[src/hdl/fmu_pkg.sv]
// Shared codes for the fuzzy membership unit: shapes, register indexes, degree select.
// No dependencies.
package fmu_pkg;

   localparam int CSR_INDEX_WIDTH = 3;

   typedef enum logic [1:0] {
      SHAPE_TRIANGLE  = 2'd0,
      SHAPE_TRAPEZOID = 2'd1,
      SHAPE_RISING    = 2'd2,
      SHAPE_FALLING   = 2'd3
   } shape_type;

   typedef enum logic [CSR_INDEX_WIDTH-1:0] {
      CSR_SHAPE_KIND = 3'd0,
      CSR_POINT_A    = 3'd1,
      CSR_POINT_B    = 3'd2,
      CSR_POINT_C    = 3'd3,
      CSR_POINT_D    = 3'd4
   } csr_index_type;

   // How the final degree is formed.
   typedef enum logic [1:0] {
      DEG_QUOTIENT = 2'd0,
      DEG_ONE      = 2'd1,
      DEG_ZERO     = 2'd2
   } deg_sel_type;

   localparam int DEG_SEL_WIDTH = 2;

endpackage

[src/hdl/fmu_if.sv]
// Valid/ready channel interfaces for request and response transactions.
// No dependencies.
interface fmu_req_if #(
   parameter int VALUE_WIDTH      = 16,
   parameter int DEGREE_FRAC_BITS = 15
);
   logic                          valid;
   logic                          ready;
   logic                          func;
   logic signed [VALUE_WIDTH-1:0] sample;
   logic [DEGREE_FRAC_BITS:0]     degree_in;

   modport source (output valid, func, sample, degree_in, input ready);
   modport sink   (input valid, func, sample, degree_in, output ready);
endinterface

interface fmu_rsp_if #(
   parameter int VALUE_WIDTH      = 16,
   parameter int DEGREE_FRAC_BITS = 15
);
   logic                          valid;
   logic                          ready;
   logic [DEGREE_FRAC_BITS:0]     degree_out;
   logic signed [VALUE_WIDTH-1:0] left_point;
   logic signed [VALUE_WIDTH-1:0] right_point;

   modport source (output valid, degree_out, left_point, right_point, input ready);
   modport sink   (input valid, degree_out, left_point, right_point, output ready);
endinterface

[src/hdl/fmu_prep.sv]
// Front stage: edge selection, divider operands and inverse-edge products.
// Depends on fmu_pkg.
module fmu_prep
   import fmu_pkg::*;
#(
   parameter int VALUE_WIDTH      = 16,
   parameter int DEGREE_FRAC_BITS = 15,
   localparam int PROD_WIDTH      = VALUE_WIDTH + DEGREE_FRAC_BITS + 1
) (
   input  logic                          clock,
   input  logic                          reset,
   input  logic                          enable,
   input  logic                          in_valid,
   input  logic                          func,
   input  logic signed [VALUE_WIDTH-1:0] sample,
   input  logic [DEGREE_FRAC_BITS:0]     degree_in,
   input  shape_type                     shape,
   input  logic signed [VALUE_WIDTH-1:0] pa,
   input  logic signed [VALUE_WIDTH-1:0] pb,
   input  logic signed [VALUE_WIDTH-1:0] pc,
   input  logic signed [VALUE_WIDTH-1:0] pd,
   output logic                          out_valid,
   output logic [VALUE_WIDTH:0]          rem,
   output logic [VALUE_WIDTH-1:0]        den,
   output deg_sel_type                   deg_sel,
   output logic                          l_neg,
   output logic                          r_neg,
   output logic [VALUE_WIDTH-1:0]        l_base,
   output logic [VALUE_WIDTH-1:0]        r_base,
   output logic [PROD_WIDTH-1:0]         l_prod,
   output logic [PROD_WIDTH-1:0]         r_prod
);

   localparam logic [DEGREE_FRAC_BITS:0] ONE = {1'b1, {DEGREE_FRAC_BITS{1'b0}}};

   logic signed [VALUE_WIDTH:0] ea, eb, ec, ed, ex;
   logic signed [VALUE_WIDTH:0] num_s, den_s;
   logic signed [VALUE_WIDTH:0] lb_s, lt_s, rb_s, rt_s, ldiff, rdiff;
   logic [VALUE_WIDTH:0]        lmag_w, rmag_w;
   logic [DEGREE_FRAC_BITS:0]   g;
   deg_sel_type                 sel;
   logic                        use_slope;

   logic                        valid_ff;
   logic [VALUE_WIDTH:0]        rem_ff, rem_in;
   logic [VALUE_WIDTH-1:0]      den_ff, den_in;
   deg_sel_type                 sel_ff, sel_in;
   logic                        ln_ff, ln_in, rn_ff, rn_in;
   logic [VALUE_WIDTH-1:0]      lbase_ff, lbase_in, rbase_ff, rbase_in;
   logic [PROD_WIDTH-1:0]       lprod_ff, lprod_in, rprod_ff, rprod_in;

   always_comb begin
      ea = {pa[VALUE_WIDTH-1], pa};
      eb = {pb[VALUE_WIDTH-1], pb};
      ec = {pc[VALUE_WIDTH-1], pc};
      ed = {pd[VALUE_WIDTH-1], pd};
      ex = {sample[VALUE_WIDTH-1], sample};
      num_s     = '0;
      den_s     = '0;
      use_slope = 1'b0;
      sel       = DEG_ZERO;
      case (shape)
         SHAPE_TRIANGLE: begin
            if (ea <= ex && ex <= eb) begin
               use_slope = 1'b1; num_s = ex - ea; den_s = eb - ea;
            end else if (eb <= ex && ex <= ed) begin
               use_slope = 1'b1; num_s = ed - ex; den_s = ed - eb;
            end
         end
         SHAPE_TRAPEZOID: begin
            if (ea <= ex && ex <= eb) begin
               use_slope = 1'b1; num_s = ex - ea; den_s = eb - ea;
            end else if (eb <= ex && ex <= ec) begin
               sel = DEG_ONE;
            end else if (ec <= ex && ex <= ed) begin
               use_slope = 1'b1; num_s = ed - ex; den_s = ed - ec;
            end
         end
         SHAPE_RISING: begin
            if (ex < ea) begin
               sel = DEG_ZERO;
            end else if (ex <= ed) begin
               use_slope = 1'b1; num_s = ex - ea; den_s = ed - ea;
            end else begin
               sel = DEG_ONE;
            end
         end
         default: begin
            if (ex < ea) begin
               sel = DEG_ONE;
            end else if (ex <= ed) begin
               use_slope = 1'b1; num_s = ed - ex; den_s = ed - ea;
            end else begin
               sel = DEG_ZERO;
            end
         end
      endcase
      // zero-width edge under the sample reads as full degree
      if (use_slope) begin
         sel = (den_s == '0) ? DEG_ONE : DEG_QUOTIENT;
      end

      // inverse edges: base and target per side
      case (shape)
         SHAPE_TRIANGLE:  begin lb_s = ea; lt_s = eb; rb_s = ed; rt_s = eb; end
         SHAPE_TRAPEZOID: begin lb_s = ea; lt_s = eb; rb_s = ed; rt_s = ec; end
         SHAPE_RISING:    begin lb_s = ea; lt_s = ed; rb_s = ea; rt_s = ed; end
         default:         begin lb_s = ed; lt_s = ea; rb_s = ed; rt_s = ea; end
      endcase
      ldiff  = lt_s - lb_s;
      rdiff  = rt_s - rb_s;
      lmag_w = ldiff[VALUE_WIDTH] ? $unsigned(-ldiff) : $unsigned(ldiff);
      rmag_w = rdiff[VALUE_WIDTH] ? $unsigned(-rdiff) : $unsigned(rdiff);
      g      = (degree_in > ONE) ? ONE : degree_in;

      if (!func) begin
         rem_in   = {1'b0, num_s[VALUE_WIDTH-1:0]};
         den_in   = den_s[VALUE_WIDTH-1:0];
         sel_in   = sel;
         ln_in    = 1'b0;
         rn_in    = 1'b0;
         lbase_in = '0;
         rbase_in = '0;
         lprod_in = '0;
         rprod_in = '0;
      end else begin
         rem_in   = '0;
         den_in   = '0;
         sel_in   = DEG_ZERO;
         ln_in    = ldiff[VALUE_WIDTH];
         rn_in    = rdiff[VALUE_WIDTH];
         lbase_in = lb_s[VALUE_WIDTH-1:0];
         rbase_in = rb_s[VALUE_WIDTH-1:0];
         lprod_in = lmag_w[VALUE_WIDTH-1:0] * g;
         rprod_in = rmag_w[VALUE_WIDTH-1:0] * g;
      end
   end

   always_ff @(posedge clock) begin
      if (reset) begin
         valid_ff <= 1'b0;
      end else if (enable) begin
         valid_ff <= in_valid;
      end
   end

   always_ff @(posedge clock) begin
      if (enable) begin
         rem_ff   <= rem_in;
         den_ff   <= den_in;
         sel_ff   <= sel_in;
         ln_ff    <= ln_in;
         rn_ff    <= rn_in;
         lbase_ff <= lbase_in;
         rbase_ff <= rbase_in;
         lprod_ff <= lprod_in;
         rprod_ff <= rprod_in;
      end
   end

   assign out_valid = valid_ff;
   assign rem       = rem_ff;
   assign den       = den_ff;
   assign deg_sel   = sel_ff;
   assign l_neg     = ln_ff;
   assign r_neg     = rn_ff;
   assign l_base    = lbase_ff;
   assign r_base    = rbase_ff;
   assign l_prod    = lprod_ff;
   assign r_prod    = rprod_ff;

endmodule

[src/hdl/fmu_div_step.sv]
// One restoring-division stage: one quotient bit per stage, side data carried along.
// No package dependencies.
module fmu_div_step #(
   parameter int VALUE_WIDTH      = 16,
   parameter int DEGREE_FRAC_BITS = 15,
   parameter int SIDE_WIDTH       = 8
) (
   input  logic                        clock,
   input  logic                        reset,
   input  logic                        enable,
   input  logic                        in_valid,
   input  logic [VALUE_WIDTH:0]        in_rem,
   input  logic [VALUE_WIDTH-1:0]      in_den,
   input  logic [DEGREE_FRAC_BITS:0]   in_quo,
   input  logic [SIDE_WIDTH-1:0]       in_side,
   output logic                        out_valid,
   output logic [VALUE_WIDTH:0]        out_rem,
   output logic [VALUE_WIDTH-1:0]      out_den,
   output logic [DEGREE_FRAC_BITS:0]   out_quo,
   output logic [SIDE_WIDTH-1:0]       out_side
);

   logic                      qbit;
   logic [VALUE_WIDTH:0]      diff;
   logic                      valid_ff;
   logic [VALUE_WIDTH:0]      rem_ff, rem_in;
   logic [VALUE_WIDTH-1:0]    den_ff;
   logic [DEGREE_FRAC_BITS:0] quo_ff, quo_in;
   logic [SIDE_WIDTH-1:0]     side_ff;

   // remainder stays below the divisor, so the doubled value fits
   always_comb begin
      qbit   = (in_rem >= {1'b0, in_den});
      diff   = qbit ? (in_rem - {1'b0, in_den}) : in_rem;
      rem_in = {diff[VALUE_WIDTH-1:0], 1'b0};
      quo_in = {in_quo[DEGREE_FRAC_BITS-1:0], qbit};
   end

   always_ff @(posedge clock) begin
      if (reset) begin
         valid_ff <= 1'b0;
      end else if (enable) begin
         valid_ff <= in_valid;
      end
   end

   always_ff @(posedge clock) begin
      if (enable) begin
         rem_ff  <= rem_in;
         den_ff  <= in_den;
         quo_ff  <= quo_in;
         side_ff <= in_side;
      end
   end

   assign out_valid = valid_ff;
   assign out_rem   = rem_ff;
   assign out_den   = den_ff;
   assign out_quo   = quo_ff;
   assign out_side  = side_ff;

endmodule

[src/hdl/fuzzy_membership_unit.sv]
// Fuzzy membership unit top level: registers, prep stage, divider chain, output stage.
// Depends on fmu_pkg, fmu_if, fmu_prep and fmu_div_step.
//
//   channel | dir | handshake         | payload
//   req     | in  | valid/ready       | func, sample, degree_in
//   rsp     | out | valid/ready       | degree_out, left_point, right_point
//   csr     | in  | csr_we, no ready  | csr_index, csr_wdata
//
// One transaction enters per cycle unless the response stalls; the pipe is the prep stage,
// one divider stage per quotient bit, then the output register.
// The divider chain sets the depth. Reset clears the valid bits and the configuration registers.
// A stalled response freezes the whole pipe; nothing is dropped or repeated.
module fuzzy_membership_unit
   import fmu_pkg::*;
#(
   parameter int VALUE_WIDTH      = 16,
   parameter int DEGREE_FRAC_BITS = 15
) (
   input  logic                          clock,
   input  logic                          reset,
   fmu_req_if.sink                       req,
   fmu_rsp_if.source                     rsp,
   input  logic                          csr_we,
   input  logic [CSR_INDEX_WIDTH-1:0]    csr_index,
   input  logic [VALUE_WIDTH-1:0]        csr_wdata
);

   localparam int PROD_WIDTH = VALUE_WIDTH + DEGREE_FRAC_BITS + 1;
   localparam int SIDE_WIDTH = DEG_SEL_WIDTH + 2 + 2 * VALUE_WIDTH + 2 * PROD_WIDTH;
   localparam int STEPS      = DEGREE_FRAC_BITS + 1;
   localparam logic [PROD_WIDTH-1:0] HALF = PROD_WIDTH'(1) << (DEGREE_FRAC_BITS - 1);

   // configuration registers
   shape_type                     shape_ff;
   logic signed [VALUE_WIDTH-1:0] pa_ff, pb_ff, pc_ff, pd_ff;

   always_ff @(posedge clock) begin
      if (reset) begin
         shape_ff <= SHAPE_TRIANGLE;
         pa_ff    <= '0;
         pb_ff    <= '0;
         pc_ff    <= '0;
         pd_ff    <= '0;
      end else if (csr_we) begin
         case (csr_index)
            CSR_SHAPE_KIND: shape_ff <= shape_type'(csr_wdata[1:0]);
            CSR_POINT_A:    pa_ff    <= csr_wdata;
            CSR_POINT_B:    pb_ff    <= csr_wdata;
            CSR_POINT_C:    pc_ff    <= csr_wdata;
            CSR_POINT_D:    pd_ff    <= csr_wdata;
            default: ;
         endcase
      end
   end

   // global advance: move when the output slot is empty or being taken
   logic enable;
   logic out_valid_ff;
   assign enable    = !out_valid_ff || rsp.ready;
   assign req.ready = enable;

   // prep stage
   logic                   p_valid, p_ln, p_rn;
   logic [VALUE_WIDTH:0]   p_rem;
   logic [VALUE_WIDTH-1:0] p_den, p_lbase, p_rbase;
   deg_sel_type            p_sel;
   logic [PROD_WIDTH-1:0]  p_lprod, p_rprod;

   fmu_prep #(
      .VALUE_WIDTH(VALUE_WIDTH),
      .DEGREE_FRAC_BITS(DEGREE_FRAC_BITS)
   ) u_prep (
      .clock(clock), .reset(reset), .enable(enable),
      .in_valid(req.valid), .func(req.func), .sample(req.sample),
      .degree_in(req.degree_in), .shape(shape_ff),
      .pa(pa_ff), .pb(pb_ff), .pc(pc_ff), .pd(pd_ff),
      .out_valid(p_valid), .rem(p_rem), .den(p_den), .deg_sel(p_sel),
      .l_neg(p_ln), .r_neg(p_rn), .l_base(p_lbase), .r_base(p_rbase),
      .l_prod(p_lprod), .r_prod(p_rprod)
   );

   // divider chain, one quotient bit per stage
   logic                        st_valid [STEPS+1];
   logic [VALUE_WIDTH:0]        st_rem   [STEPS+1];
   logic [VALUE_WIDTH-1:0]      st_den   [STEPS+1];
   logic [DEGREE_FRAC_BITS:0]   st_quo   [STEPS+1];
   logic [SIDE_WIDTH-1:0]       st_side  [STEPS+1];

   assign st_valid[0] = p_valid;
   assign st_rem[0]   = p_rem;
   assign st_den[0]   = p_den;
   assign st_quo[0]   = '0;
   assign st_side[0]  = {p_sel, p_ln, p_rn, p_lbase, p_rbase, p_lprod, p_rprod};

   for (genvar k = 0; k < STEPS; k++) begin : g_div
      fmu_div_step #(
         .VALUE_WIDTH(VALUE_WIDTH),
         .DEGREE_FRAC_BITS(DEGREE_FRAC_BITS),
         .SIDE_WIDTH(SIDE_WIDTH)
      ) u_step (
         .clock(clock), .reset(reset), .enable(enable),
         .in_valid(st_valid[k]), .in_rem(st_rem[k]), .in_den(st_den[k]),
         .in_quo(st_quo[k]), .in_side(st_side[k]),
         .out_valid(st_valid[k+1]), .out_rem(st_rem[k+1]), .out_den(st_den[k+1]),
         .out_quo(st_quo[k+1]), .out_side(st_side[k+1])
      );
   end

   // output stage: degree select and rounded inverse points
   logic [DEG_SEL_WIDTH-1:0]  f_sel;
   logic                      f_ln, f_rn;
   logic [VALUE_WIDTH-1:0]    f_lbase, f_rbase, lq, rq;
   logic [PROD_WIDTH-1:0]     f_lprod, f_rprod, lsum, rsum;
   logic [DEGREE_FRAC_BITS:0] deg_in;
   logic [VALUE_WIDTH-1:0]    lp_in, rp_in;
   logic [DEGREE_FRAC_BITS:0] deg_ff;
   logic [VALUE_WIDTH-1:0]    lp_ff, rp_ff;

   always_comb begin
      {f_sel, f_ln, f_rn, f_lbase, f_rbase, f_lprod, f_rprod} = st_side[STEPS];
      case (f_sel)
         DEG_QUOTIENT: deg_in = st_quo[STEPS];
         DEG_ONE:      deg_in = {1'b1, {DEGREE_FRAC_BITS{1'b0}}};
         default:      deg_in = '0;
      endcase
      // round half away from zero on the magnitude, then apply the sign
      lsum  = f_lprod + HALF;
      rsum  = f_rprod + HALF;
      lq    = lsum[DEGREE_FRAC_BITS +: VALUE_WIDTH];
      rq    = rsum[DEGREE_FRAC_BITS +: VALUE_WIDTH];
      lp_in = f_ln ? (f_lbase - lq) : (f_lbase + lq);
      rp_in = f_rn ? (f_rbase - rq) : (f_rbase + rq);
   end

   always_ff @(posedge clock) begin
      if (reset) begin
         out_valid_ff <= 1'b0;
      end else if (enable) begin
         out_valid_ff <= st_valid[STEPS];
      end
   end

   always_ff @(posedge clock) begin
      if (enable) begin
         deg_ff <= deg_in;
         lp_ff  <= lp_in;
         rp_ff  <= rp_in;
      end
   end

   assign rsp.valid       = out_valid_ff;
   assign rsp.degree_out  = deg_ff;
   assign rsp.left_point  = lp_ff;
   assign rsp.right_point = rp_ff;

endmodule
[src/flat_wrapper.sv]
// flat-port wrapper written by rule: the top's interface ports become plain ports
module fuzzy_membership_unit_flat import fmu_pkg::*;
#(
   parameter int VALUE_WIDTH      = 16,
   parameter int DEGREE_FRAC_BITS = 15
)
  (clock, reset, csr_we, csr_index, csr_wdata, req_valid, req_func, req_sample, req_degree_in, req_ready, rsp_valid, rsp_degree_out, rsp_left_point, rsp_right_point, rsp_ready);
  fmu_req_if #(.VALUE_WIDTH(VALUE_WIDTH), .DEGREE_FRAC_BITS(DEGREE_FRAC_BITS)) req_i ();
  fmu_rsp_if #(.VALUE_WIDTH(VALUE_WIDTH), .DEGREE_FRAC_BITS(DEGREE_FRAC_BITS)) rsp_i ();
  input  logic clock;
  input  logic reset;
  input  logic csr_we;
  input  logic [CSR_INDEX_WIDTH-1:0] csr_index;
  input  logic [VALUE_WIDTH-1:0] csr_wdata;
  input wire logic [$bits(req_i.valid)-1:0] req_valid;
  input wire logic [$bits(req_i.func)-1:0] req_func;
  input wire logic [$bits(req_i.sample)-1:0] req_sample;
  input wire logic [$bits(req_i.degree_in)-1:0] req_degree_in;
  output wire logic [$bits(req_i.ready)-1:0] req_ready;
  output wire logic [$bits(rsp_i.valid)-1:0] rsp_valid;
  output wire logic [$bits(rsp_i.degree_out)-1:0] rsp_degree_out;
  output wire logic [$bits(rsp_i.left_point)-1:0] rsp_left_point;
  output wire logic [$bits(rsp_i.right_point)-1:0] rsp_right_point;
  input wire logic [$bits(rsp_i.ready)-1:0] rsp_ready;
  assign req_i.valid = req_valid;
  assign req_i.func = req_func;
  assign req_i.sample = req_sample;
  assign req_i.degree_in = req_degree_in;
  assign req_ready = req_i.ready;
  assign rsp_valid = rsp_i.valid;
  assign rsp_degree_out = rsp_i.degree_out;
  assign rsp_left_point = rsp_i.left_point;
  assign rsp_right_point = rsp_i.right_point;
  assign rsp_i.ready = rsp_ready;
  fuzzy_membership_unit #(.VALUE_WIDTH(VALUE_WIDTH), .DEGREE_FRAC_BITS(DEGREE_FRAC_BITS)) u_core (.clock(clock), .reset(reset), .req(req_i), .rsp(rsp_i), .csr_we(csr_we), .csr_index(csr_index), .csr_wdata(csr_wdata));
endmodule
[config.mk]
export PLATFORM = sky130hd
export DESIGN_NAME = fuzzy_membership_unit_flat
export DESIGN_NICKNAME = d
export VERILOG_FILES = /design/src/hdl/fmu_pkg.sv /design/src/hdl/fmu_if.sv /design/src/hdl/fmu_prep.sv /design/src/hdl/fmu_div_step.sv /design/src/hdl/fuzzy_membership_unit.sv /design/src/flat_wrapper.sv
export SDC_FILE = /design/constraint.sdc
export NUM_CORES = 2
export LEC_CHECK = 0
export BUFFER_PORTS_ARGS = -buffer_cell sky130_fd_sc_hd__buf_2
export CAP_MARGIN = 20
export CELL_PAD_IN_SITES_DETAIL_PLACEMENT = 0
export CELL_PAD_IN_SITES_GLOBAL_PLACEMENT = 2
export CORE_ASPECT_RATIO = 1.75
export CORE_UTILIZATION = 30
export DETAILED_ROUTE_END_ITERATION = 8
export MAX_ROUTING_LAYER = met4
export PLACE_DENSITY = 0.57
export SLEW_MARGIN = 20
export SYNTH_ARGS = -nofsm -noshare
export SYNTH_HDL_FRONTEND = slang
export SYNTH_SLANG_ARGS = --single-unit
[constraint.sdc]
create_clock -name clock -period 130.2 [get_ports clock]
set_clock_uncertainty 0.2 [all_clocks]
set_input_delay 32.55 -clock clock [delete_from_list [all_inputs] [get_ports clock]]
set_output_delay 32.55 -clock clock [all_outputs]
set_load 0.005 [all_outputs]
Yosys cells after proc, flatten, opt, wreduce, memory -nomap -nowiden --
Index checks and enable logic that the tools add are counted.
Storage, ports and cells: word-level logic and storage cells 251, flip-flop bits (word level) 2480, input bits 57
Operators by class: magnitude comparators 24, equal/unequal tests 7, multiply operators 2, add/subtract/negate cells 31, reduce and logical (&&, ||, !) cells 17, muxes and demuxes 59
Operator list (count):
- $mux W16 | 29
- $sub A16 B16 Y16 | 19
- $ge A17 B16 Y1 | 15
- $mux W17 | 9
- $le A16 B16 Y1 | 6
- $pmux W17 S2 | 2
- $sub A16 B16 Y17 | 4
- $mul A16 B16 Y32 | 2
- $add A31 B15 Y31 const B | 2
- $pmux W17 S3 | 1
- $pmux W16 S3 | 1
- $sub A17 B17 Y17 | 2
- $add A16 B16 Y16 | 2
- $neg A16 Y16 | 2
- $pmux W16 S2 | 1
- $logic_not A17 Y1 | 1
- $ge A16 B16 Y1 | 1
- $gt A16 B16 Y1 const B | 1
- $lt A16 B16 Y1 | 1
- $mux W2 | 6
- $reduce_and A2 Y1 | 5
- $mux W1 | 8
- $eq A3 B2 Y1 const B | 2
- $pmux W2 S3 | 1
- other kinds (12) | 17

Longest topological paths before layout --
depth in word-level cells 9, gate-level depth with buffers 43, mapped depth without buffers 40

Cells and area by module --
A second synthesis with hierarchy kept.
Second synthesis, totals: cell total of the unflattened synthesis 9265, area, all modules 128552.0 um^2
By module, submodules not included:
- fmu_div_step (u_core.g_div[0].u_step ...) | area each 5719.2 um^2, cells each 310, instances 12, seq. area each 4464.3 um^2
- fmu_prep | area each 30389.1 um^2, cells each 3505, instances 1, seq. area each 3983.8 um^2
- fmu_div_step (u_core.g_div[3].u_step ...) | area each 5680.4 um^2, cells each 306, instances 2, seq. area each 4464.3 um^2
- fmu_div_step (u_core.g_div[2].u_step ...) | area each 5655.4 um^2, cells each 311, instances 2, seq. area each 4464.3 um^2
- fuzzy_membership_unit | area each 6860.3 um^2, cells each 806, instances 1, seq. area each 2782.7 um^2

Least setup slack after synthesis --
OpenSTA, ideal clock, no wires.
path kind input-to-output, start input rsp_ready, end output req_ready, data arrival time 83747 ps, setup slack 13703 ps, stages 4, cell sequence nor2b_1 clkbuf_1 clkinv_1 clkbuf_1
Between the ends: word-level cells in the longest chain between the ends 1
RTL lines:
- from (decl) | line flat_wrapper.sv:24 | input wire logic [$bits(rsp_i.ready)-1:0] rsp_ready;
- $logic_or A1 B1 Y1 | line fuzzy_membership_unit.sv:59 | assign enable = !out_valid_ff || rsp.ready;
- to (decl) | line flat_wrapper.sv:19 | output wire logic [$bits(req_i.ready)-1:0] req_ready;
Every way passes these cells.

Worst setup path after layout --
Same ends and word-level chain as after synthesis.

==> flow_summary_export.csv <==
group,metric,value,unit
drt,dr.first_iter.drc_count,2672,
yosys,share_of_flip_flops_with_an_asynchronous_set_or_reset,0,%
drt,routedWlPerCell,20.4,µm
placement,place_hpwl,198000,µm
finish,drive_gt1_share,9.03,%
critical_path,critPathKind,"in2out",
drt,routed_via_density,4.59,
finish,layout-area-overhead-vs-synth,12.7,%
clock_network,cts_tree,"done",
clock_network,cts-root-to-sink-buffers,4,
drt,ant_nets,0,
yosys,synth-edff-count,1886,
yosys,synth_cell_type_count,98,
sta,timing_hold_violations_final,0,
global_routing,globalRoute.totalOverflow,0,
power,max-vdd-ir-drop,34.7,µV
sta,fmaxAchievable,15.0,MHz
sta,finalCritPeriodShare,51.2,%
yosys,synth_top_cell_by_area,"edfxtp_1",
clock_network,post_cts_resize_count,0,
placement,post-place-cells,12400,
clock_network,cts_htree_levels,4,
sta,setup_viol,0,
critical_path,worst_setup_path_end_kind,"output pin",
critical_path,crit_chain,"buf_2 -> nor2b_1 -> buf_4 -> inv_8 -> buf_2",
yosys,number_of_synthesis_warnings,0,
global_routing,groute.usage.overall,15.6,%
sta,timing.setup.tns,0,ns
sta,timing.final.ws_setup,63.50,ns
yosys,post_synth_top_flop,"edfxtp_1",
floorplanning,fp.dieArea,340000,µm²
sta,fin_worst_hold_slack,0.145,ns
sta,layout_min_cycle_time,66.70,ns
critical_path,crit_slowest_cell,"buf_2",
floorplanning,io_pins,107,
power,power_leakage,46.3,nW
placement,routabilityCongestion,0.874,
sta,slew_violations,0,
clock_network,clockRootBuffer,"clkbuf_16",
yosys,synthesis.nets,9031,
yosys,synthesis.area_per_instance,12.8,µm²
critical_path,crit_arrival,33.95,ns
drt,vias,58400,
global_routing,grt_pass1_wl,383000,µm
placement,port-buffer-count,106,
finish,top_library_cells_by_usage_in_the_layout_fill_and_taps_aside,"edfxtp_1 (1886), inv_1 (991), nand2_1 (697)",
finish,layout.cells.most_common,"edfxtp_1",
finish,postLayoutCoreUtil,34.1,%
finish,design.final.nets,9283,
outcome,run_status,"complete, no violations",
clock_network,clk_transition_reported_paths,0.06,ns
global_routing,grt.met1_usage,14.0,%
critical_path,timing.critical_path.fanout_max,97,
drt,first_pass_iters,5,
critical_path,cpMostUsedCell,"buf_2",
flow_run,max_cap_viol_count,0,
sta,worst_pin_slew,1.27,ns
finish,nFillCells,32900,
floorplanning,start_util,30.2,%
clock_network,clkSinkCount,1970,
global_routing,grt_max_degree,199,
yosys,syn-instance-count,7920,
critical_path,start_kind,"input pin",
clock_network,cts_inserted_buffers,200,
yosys,synth.area.top_cells,"edfxtp_1 (56%), fa_1 (8.1%), ha_1 (8.0%)",
drt,post-route-drc-count,0,
floorplanning,std_cell_rows,281,
clock_network,post-cts-setup-buffer-count,0,
floorplanning,die_width,441,µm
yosys,register_area_share_after_synthesis,57.6,%
worst_hold_path,hold_class,"reg2reg",
global_routing,use_met2,31.2,%
floorplanning,core,335000,µm²
yosys,yosys_register_bits,1970,
floorplanning,vertical_die_dimension,770,µm
clock_network,clk-insertion-delay-late,0.90,ns
global_routing,grt_antenna_before_repair,9,
sta,timing.max_slew.rel_slack,15.3,%
critical_path,timing.critical_path.required,97.45,ns
critical_path,cpPeakStageDelay,0.35,ns
global_routing,top_usage_layer,"met2",
sta,grt_setup_unrepaired,"false",
global_routing,first_global_vias,61400,
finish,post_layout_nonfiller_instances,12700,
yosys,netlist.area_leader.share,56.0,%
drt,drt_wl_total,260000,µm
clock_network,postCtsHoldBufs,0,
global_routing,global_route.usage.met3,1.57,%
yosys,synth_area,101000,µm²
placement,pre_cts_slack,63.45,ns
power,areal_power_density_over_the_cells,26.9,nW/µm²
[final timing paths]
path,start,endpoint,slack [ns],cells after the start
worst max-delay path,rsp_ready,req_ready,63.50,5
worst min-delay path,u_core.g_div[2].u_step.out_side[99],u_core.g_div[3].u_step.out_side[99],0.15,0
worst min register to register,u_core.g_div[2].u_step.out_side[99],u_core.g_div[3].u_step.out_side[99],0.15,0
worst max register to register,u_core.shape_ff[1],u_core.u_prep.l_prod[30],117.31,38
[cell type report]
type	count	area, µm²	area share, %
flip-flops and latches	1970	58300	51.1
multi-input cells	4783	38600	33.9
well taps	4386	5490	4.81
clock buffers	224	5120	4.48
inverters	993	3730	3.27
repair buffers	224	1480	1.30
clock inverters	127	1290	1.13
diodes	18	45.0	0.0395
[worst max-delay path: cells and delay by family]
kind	cells	cell delay [ns]
buf+inv	4	0.99
simple gates	1	0.27
[synthesized netlist by cell type (27+ instances only)]
cell type  number
a21boi_0       64
and3_1         63
edfxtp_1     1886
a21oi_1       359
mux2_2        160
dfxtp_1        84
inv_1         992
fa_1          409
and2_1        128
nand3_1        55
clkbuf_1      151
nand2b_1       62
nor2_1        597
nor3_1         97
a21o_1         50
nand4_1        65
ha_1          645
o31ai_1        27
nand2_1       697
xnor2_1       262
o21a_1         55
mux2i_1        71
xor2_1        119
o211ai_1       38
or3_1          42
o21ai_0       234
nor2b_1        94
[flip-flops by register name, summed over array words and instances, names as in the netlist, 17 cells and up]
| name | cells |
|---|---|
| u_core.g_div.u_step.out_den | 240 |
| u_core.g_div.u_step.out_quo | 136 |
| u_core.g_div.u_step.out_rem | 240 |
| u_core.g_div.u_step.out_side | 1120 |
| u_core.u_prep.l_prod | 17 |
| u_core.u_prep.r_prod | 17 |
[kinds of logic after synthesis]
| group | share of synthesized area [%] |
|---|---|
| flip-flops | 57.6 |
| AO/OA/AOI/OAI | 7.03 |
| XOR/XNOR | 3.37 |
| multiplexers | 2.49 |
| buffers and inverters | 4.34 |
| AND/OR/NAND/NOR | 9.09 |
| adder cells (fa/ha/maj) | 16.1 |
[power breakdown]
part,internal [W],switching (W)
sequential,0.000907,0.0000620
combinational,0.000647,0.000888
clock,0.000327,0.000243
[layer usage]
metal  share of wire (%)  vias to the layer above
met5                   0                        -
met1                  33                    28700
met4                 6.3                        0
met2                  58                      985
met3                 2.5                      466
li1                    -                    28300
[through the flow]
stage	total power [W]	instance area [µm²]
5_1_grt	0.00334	114000
3_5_place_dp	0.00255	108000
2_1_floorplan	0.00205	101000
6_report	0.00307	114000
3_3_place_gp	0.00255	108000
4_1_cts	0.00315	114000
Power figures use the tool's default switching activity.
